[src/pfs_pkg.sv]
// ----------------------------------------------------------------------------
// pfs_pkg
// shared types and codes for the priority flow scheduler core and its cells
// ----------------------------------------------------------------------------
package pfs_pkg;

    localparam int ID_W   = 8;
    localparam int TIME_W = 16;
    localparam int PRIO_W = 8;
    localparam int WAIT_W = 5;

    typedef enum logic {
        OP_ARRIVE  = 1'b0,
        OP_RELEASE = 1'b1
    } op_t;

    // field order makes a plain unsigned compare of the packed word the
    // service order: priority, then arrival, then transfer, then id
    typedef struct packed {
        logic [PRIO_W-1:0] prio;
        logic [TIME_W-1:0] arr;
        logic [TIME_W-1:0] xfer;
        logic [ID_W-1:0]   id;
    } flow_entry_t;

    typedef struct packed {
        logic        insert;
        logic        pop;
        flow_entry_t new_entry;
    } cell_ctrl_t;

endpackage

[src/pfs_cell.sv]
// ----------------------------------------------------------------------------
// pfs_cell
// one slot of the sorted wait queue; shifts right on insert, left on pop
// ----------------------------------------------------------------------------
module pfs_cell
    import pfs_pkg::*;
(
    input  logic        clk,
    input  cell_ctrl_t  ctrl,
    input  logic        occupied,
    input  flow_entry_t left_entry,
    input  logic        left_take,
    input  flow_entry_t right_entry,
    output flow_entry_t entry,
    output logic        take
);

    flow_entry_t entry_reg;
    flow_entry_t entry_next;

    // new flow belongs at or before this slot (an empty slot always qualifies)
    assign take = !occupied || (ctrl.new_entry < entry_reg);

    always_comb
    begin
        entry_next = entry_reg;
        if (ctrl.insert && take)
        begin
            entry_next = left_take ? left_entry : ctrl.new_entry;
        end
        else if (ctrl.pop)
        begin
            entry_next = right_entry;
        end
    end

    always_ff @(posedge clk)
    begin
        entry_reg <= entry_next;
    end

    assign entry = entry_reg;

endmodule

[src/priority_flow_scheduler_core.sv]
// ----------------------------------------------------------------------------
// priority_flow_scheduler_core
// non-preemptive priority scheduler for one channel with a sorted wait queue
// ----------------------------------------------------------------------------
// The core takes one command in every clock cycle (busy stays low) and shows
// its result on the outputs, marked by done, in the cycle right after the
// transfer. The wait queue is a row of QUEUE_DEPTH cells, each holding one
// flow and comparing it with an arriving flow in parallel, so an insert or a
// pop updates every cell at once at any depth; the path is one 48-bit compare
// and a select per cell. The queue needs no clearing after reset. The
// receiver cannot stall, so results must be captured when done is high.
// waiting_count shows the low 5 bits of the queue fill.
module priority_flow_scheduler_core
    import pfs_pkg::*;
#(
    parameter int QUEUE_DEPTH = 16
)
(
    input  logic              clk,
    input  logic              rst_n,
    input  logic              start,
    output logic              busy,
    input  logic              operation,
    input  logic [ID_W-1:0]   flow_id,
    input  logic [TIME_W-1:0] arrival_tenths,
    input  logic [TIME_W-1:0] transfer_tenths,
    input  logic [PRIO_W-1:0] flow_priority,
    output logic              done,
    output logic              granted,
    output logic [ID_W-1:0]   grant_id,
    output logic              channel_busy,
    output logic [WAIT_W-1:0] waiting_count,
    output logic              dropped
);

    localparam int CW = $clog2(QUEUE_DEPTH + 1);

    logic              accept;
    cell_ctrl_t        ctrl;
    flow_entry_t       entries [QUEUE_DEPTH];
    logic              takes   [QUEUE_DEPTH];

    logic [CW-1:0]     count_reg,   count_next;
    logic              chan_reg,    chan_next;
    logic              done_reg;
    logic              granted_reg, granted_next;
    logic [ID_W-1:0]   grant_id_reg, grant_id_next;
    logic              dropped_reg, dropped_next;

    assign busy   = 1'b0;
    assign accept = start && !busy;

    always_comb
    begin
        ctrl.new_entry.prio = flow_priority;
        ctrl.new_entry.arr  = arrival_tenths;
        ctrl.new_entry.xfer = transfer_tenths;
        ctrl.new_entry.id   = flow_id;
        ctrl.insert         = 1'b0;
        ctrl.pop            = 1'b0;
        count_next          = count_reg;
        chan_next           = chan_reg;
        granted_next        = 1'b0;
        grant_id_next       = '0;
        dropped_next        = 1'b0;
        if (accept)
        begin
            if (op_t'(operation) == OP_ARRIVE)
            begin
                if (!chan_reg && count_reg == '0)
                begin
                    chan_next     = 1'b1;
                    granted_next  = 1'b1;
                    grant_id_next = flow_id;
                end
                else if (count_reg == CW'(QUEUE_DEPTH))
                begin
                    dropped_next = 1'b1;
                end
                else
                begin
                    ctrl.insert = 1'b1;
                    count_next  = count_reg + 1'b1;
                end
            end
            else
            begin
                if (count_reg != '0)
                begin
                    ctrl.pop      = 1'b1;
                    count_next    = count_reg - 1'b1;
                    chan_next     = 1'b1;
                    granted_next  = 1'b1;
                    grant_id_next = entries[0].id;
                end
                else
                begin
                    chan_next = 1'b0;
                end
            end
        end
    end

    // queue cells, head at index 0
    for (genvar i = 0; i < QUEUE_DEPTH; i++)
    begin : g_cell
        flow_entry_t left_entry;
        logic        left_take;
        flow_entry_t right_entry;
        logic        occupied;

        assign occupied = (count_reg > CW'(i));

        if (i == 0)
        begin : g_head
            assign left_entry = ctrl.new_entry;
            assign left_take  = 1'b0;
        end
        else
        begin : g_body
            assign left_entry = entries[i-1];
            assign left_take  = takes[i-1];
        end

        if (i == QUEUE_DEPTH - 1)
        begin : g_tail
            assign right_entry = entries[i];
        end
        else
        begin : g_mid
            assign right_entry = entries[i+1];
        end

        pfs_cell u_cell (
            .clk         (clk),
            .ctrl        (ctrl),
            .occupied    (occupied),
            .left_entry  (left_entry),
            .left_take   (left_take),
            .right_entry (right_entry),
            .entry       (entries[i]),
            .take        (takes[i])
        );
    end

    always_ff @(posedge clk or negedge rst_n)
    begin
        if (!rst_n)
        begin
            count_reg <= '0;
            chan_reg  <= 1'b0;
            done_reg  <= 1'b0;
        end
        else
        begin
            count_reg <= count_next;
            chan_reg  <= chan_next;
            done_reg  <= accept;
        end
    end

    always_ff @(posedge clk)
    begin
        granted_reg  <= granted_next;
        grant_id_reg <= grant_id_next;
        dropped_reg  <= dropped_next;
    end

    assign done          = done_reg;
    assign granted       = granted_reg;
    assign grant_id      = grant_id_reg;
    assign channel_busy  = chan_reg;
    assign waiting_count = WAIT_W'(count_reg);
    assign dropped       = dropped_reg;

`ifndef SYNTH
    a_done_follows: assert property (@(posedge clk) disable iff (!rst_n)
        accept |=> done)
        else $error("result strobe missing after transfer");

    a_count_bound: assert property (@(posedge clk) disable iff (!rst_n)
        count_reg <= CW'(QUEUE_DEPTH))
        else $error("queue fill beyond depth");

    a_wait_needs_holder: assert property (@(posedge clk) disable iff (!rst_n)
        (count_reg != '0) |-> chan_reg)
        else $error("flows waiting while channel idle");

    a_grant_drop_excl: assert property (@(posedge clk) disable iff (!rst_n)
        done |-> !(granted && dropped))
        else $error("grant and drop on one result");

    a_drop_when_full: assert property (@(posedge clk) disable iff (!rst_n)
        (done && dropped) |-> (count_reg == CW'(QUEUE_DEPTH)))
        else $error("drop with room in queue");
`endif

endmodule
[config.mk]
export PLATFORM = sky130hd
export DESIGN_NAME = priority_flow_scheduler_core
export DESIGN_NICKNAME = d
export VERILOG_FILES = /design/src/pfs_pkg.sv /design/src/pfs_cell.sv /design/src/priority_flow_scheduler_core.sv
export SDC_FILE = /design/constraint.sdc
export NUM_CORES = 2
export LEC_CHECK = 0
export ABC_AREA = 1
export BUFFER_PORTS_ARGS = -buffer_cell sky130_fd_sc_hd__buf_2
export CORE_UTILIZATION = 55
export DETAILED_ROUTE_END_ITERATION = 10
export GPL_TIMING_DRIVEN = 1
export PLACE_DENSITY = 0.71
export SETUP_SLACK_MARGIN = 0.5
export SYNTH_ARGS = -nofsm -noshare
export SYNTH_HDL_FRONTEND = slang
export SYNTH_HIERARCHICAL = 1
export SYNTH_SLANG_ARGS = --single-unit
[constraint.sdc]
create_clock -name clk -period 6.3 [get_ports clk]
set_clock_uncertainty 0.1 [all_clocks]
set_input_delay 0.315 -clock clk [delete_from_list [all_inputs] [get_ports clk]]
set_output_delay 0.315 -clock clk [all_outputs]
set_load 0.02 [all_outputs]
==> results.md <==
- Max VDD drop: ~0.00035 V
- Fin crit share: just over 70%
- Layout cells sized above 1: between 10 and 15%
- Global Route Usage Sum: between 20% and 30%
- Fillers: 10,300
- Post-DP HPWL: between 100 and 150 mm
- PortBufs: 68
- Diode count: 0
- Leak pwr: 0.0346 uW
- R2r worst-path depth: 7
- Power Density: roughly 440 nW/um2
- Final Wtd Congestion: approximately 0.88
- Worst-path maximum fanout: 49
- Remaining global-route overflow: 0
- Clock Pin Slew Worst Setup and Hold Paths: 60 ps
- DRC: 0
- Total Wirelength: 161 mm
- FP Rows: roughly 130
- Mapped Cells: just under 8,000
- Unique masters post-synth: 37
- Core Box Area: between 100,000 and 150,000 um2
- Max Freq: ~220 MHz
- Final Hold Fails: 0
- Hold Path Depth: 3
- Setup crit end kind: flop
- Initial DRC Count: roughly 4,500
- CTS Sinks: a little under 800
- Die footprint: 119,000 um2
- Post-synth EDFFs: around 770
- Final Critical Period: 4570 ps
- Outcome: finished, final reports clean
- Worst Path Arrival: about 4800 ps
- Number of synthesized register bits: just under 800
- Setup_tns: 0 ps
- CTS Root Cell: clkbuf_16
- Worst-margin pin slew: 1320 ps
- Final Max Slew Viols: 0
- Max clock buf depth: 3
- Initial Util: 55.5%
- Setup violators final: 0
- TritonCTS clock tree: yes
- Post-DR wirelength/cell: about 17 um
- Maxcap violations: 0
- CP startpoint kind: flop
- Die width: 345 um
- # IOs: 70
- H-tree depth: 3
- Syn_area_per_cell: roughly 8.4 um2
- Initial antenna violation count: 0
- Routed Antenna Nets: 0
- Critical path type: reg -> reg
- Synth Cell Area: 64,600 um2
- Largest net degree at the start of global routing: 160
- Synth async-reset ratio: less than 1%
- Initial DRT Pass Iterations: 5
- RSZ-0062 raised after global routing: false
- Crit path required time: between 6000 and 7000 ps
- Vias: between 50,000 and 60,000
- P&R area growth vs syn: 6.60%
- Insertion delay to the later sink of the worst-skew pair: between 600 and 700 ps
- Slew headroom: between 10% and 20%
- Vias per cell: 5.58
- HP Class: in -> reg
- Tot Pwr: 30,000 uW
- Seq/Total Area, Yosys: about 36%
- Die H: 345 um
- Vias in the first global route: slightly above 50,000
- Largest register FFs: between 700 and 800
- First-pass GRT wire length: approximately 260 mm
- Nets: roughly 8,500
- Top FF cell, synth: edfxtp_1
- Syn. warnings: 6
- CTS buffer count: between 90 and 100
## cell type report
| class | count | area, um2 | share of cell area (%) |
|---|---|---|---|
| clock buffer | 114 | 2510 | 3.65 |
| clock inverter | 61 | 463 | 0.672 |
| inverter | 1020 | 3830 | 5.56 |
| multi-input combinational | 5606 | 35600 | 51.8 |
| sequential | 785 | 23400 | 34.0 |
| tap | 1524 | 1910 | 2.77 |
| timing repair buffer | 160 | 1070 | 1.55 |
## report_power, final
group	switching (uW)	internal, uW
registers	1530	8800
clock network	2280	3110
logic	8450	5860
## critical path: stages (launching register included)
cell,delay (ps)
dfrtp_1,500
inv_1,190
ha_1,320
nand3_1,130
nand2_1,140
nor2_4,650
nand2_2,820
nand2_2,1280
## metrics by stage
stage               hold slack, ps  cell area, um2  setup slack, ps  instances  utilization, %
global placement              96.7           65800             1480       9091            56.6
finish                         102           68900             1730       9270            59.2
detailed placement            96.2           65800             1410       9091            56.6
global route                  94.4           68900             1440       9270            59.2
CTS                           44.3           68900             1740       9270            59.2
floorplan                    -80.6           64600              716       7737               -
## kinds of logic (layout without fill, tap and decap cells)
group,after synthesis,count (layout),synth area share (%)
AO/OA/AOI/OAI,461,461,3.77
XOR/XNOR,3,3,0.0407
multiplexers,752,752,13.1
adder cells (fa/ha/maj),758,758,14.7
other,1,5,0.00581
AND/OR/NAND/NOR,3627,3627,23.4
buffers and inverters,1346,1355,8.75
flip-flops,785,785,36.3
## placed cells by master (no fill, tap or decap), types with 68 or more instances in the layout
cell type / instances
buf_4: 86
nand2_1: 2420
inv_1: 1019
nor2_1: 197
o21ai_0: 103
a21oi_1: 306
clkbuf_16: 97
mux2_2: 752
buf_2: 68
edfxtp_1: 768
ha_1: 758
nand3_1: 817
## cell usage after synthesis (33+ instances only)
| master | instances | area, um2 |
|---|---|---|
| a21oi_1 | 306 | 1530 |
| nand4_1 | 65 | 407 |
| buf_6 | 49 | 552 |
| nor2_1 | 198 | 743 |
| o21ai_0 | 103 | 515 |
| nand2_2 | 33 | 206 |
| buf_2 | 112 | 561 |
| edfxtp_1 | 768 | 23100 |
| mux2_2 | 752 | 8470 |
| clkbuf_1 | 128 | 480 |
| nand3_1 | 817 | 4090 |
| ha_1 | 758 | 9480 |
| inv_1 | 1019 | 3820 |
| nand2_1 | 2436 | 9140 |
| nor3_1 | 52 | 260 |
## what timing repair did
action | 4_1_cts | 5_1_grt
hold buffers | 4 | 0
hold endpoints to repair | 13 | 0
gates resized for setup | 0 | 0
setup buffers | 0 | 0
## per-layer routing
layer  share of wire, %  vias to the layer above  track usage, %
li1                   -                    25800               -
met1                 47                    24100            38.6
met2                 44                     1600            42.6
met3                6.2                      229            3.46
met4                2.8                        0            7.90
met5                  0                        -               0
## worst paths after layout
| path | startpoint | to | slack [ps] |
|---|---|---|---|
| setup / recovery | waiting_count[0] | g_cell[1].u_cell/entry[40] | 1730 |
| hold / removal | flow_id[0] | grant_id[0] | 100 |
| setup reg to reg | waiting_count[0] | g_cell[1].u_cell/entry[40] | 1730 |
| hold reg to reg | g_cell[0].u_cell/entry[0] | grant_id[0] | 440 |
| max in group asynchronous | rst_n | channel_busy | 5160 |
| min in group asynchronous | rst_n | done | 570 |
No activity file was read; power rests on OpenSTA's default activity.
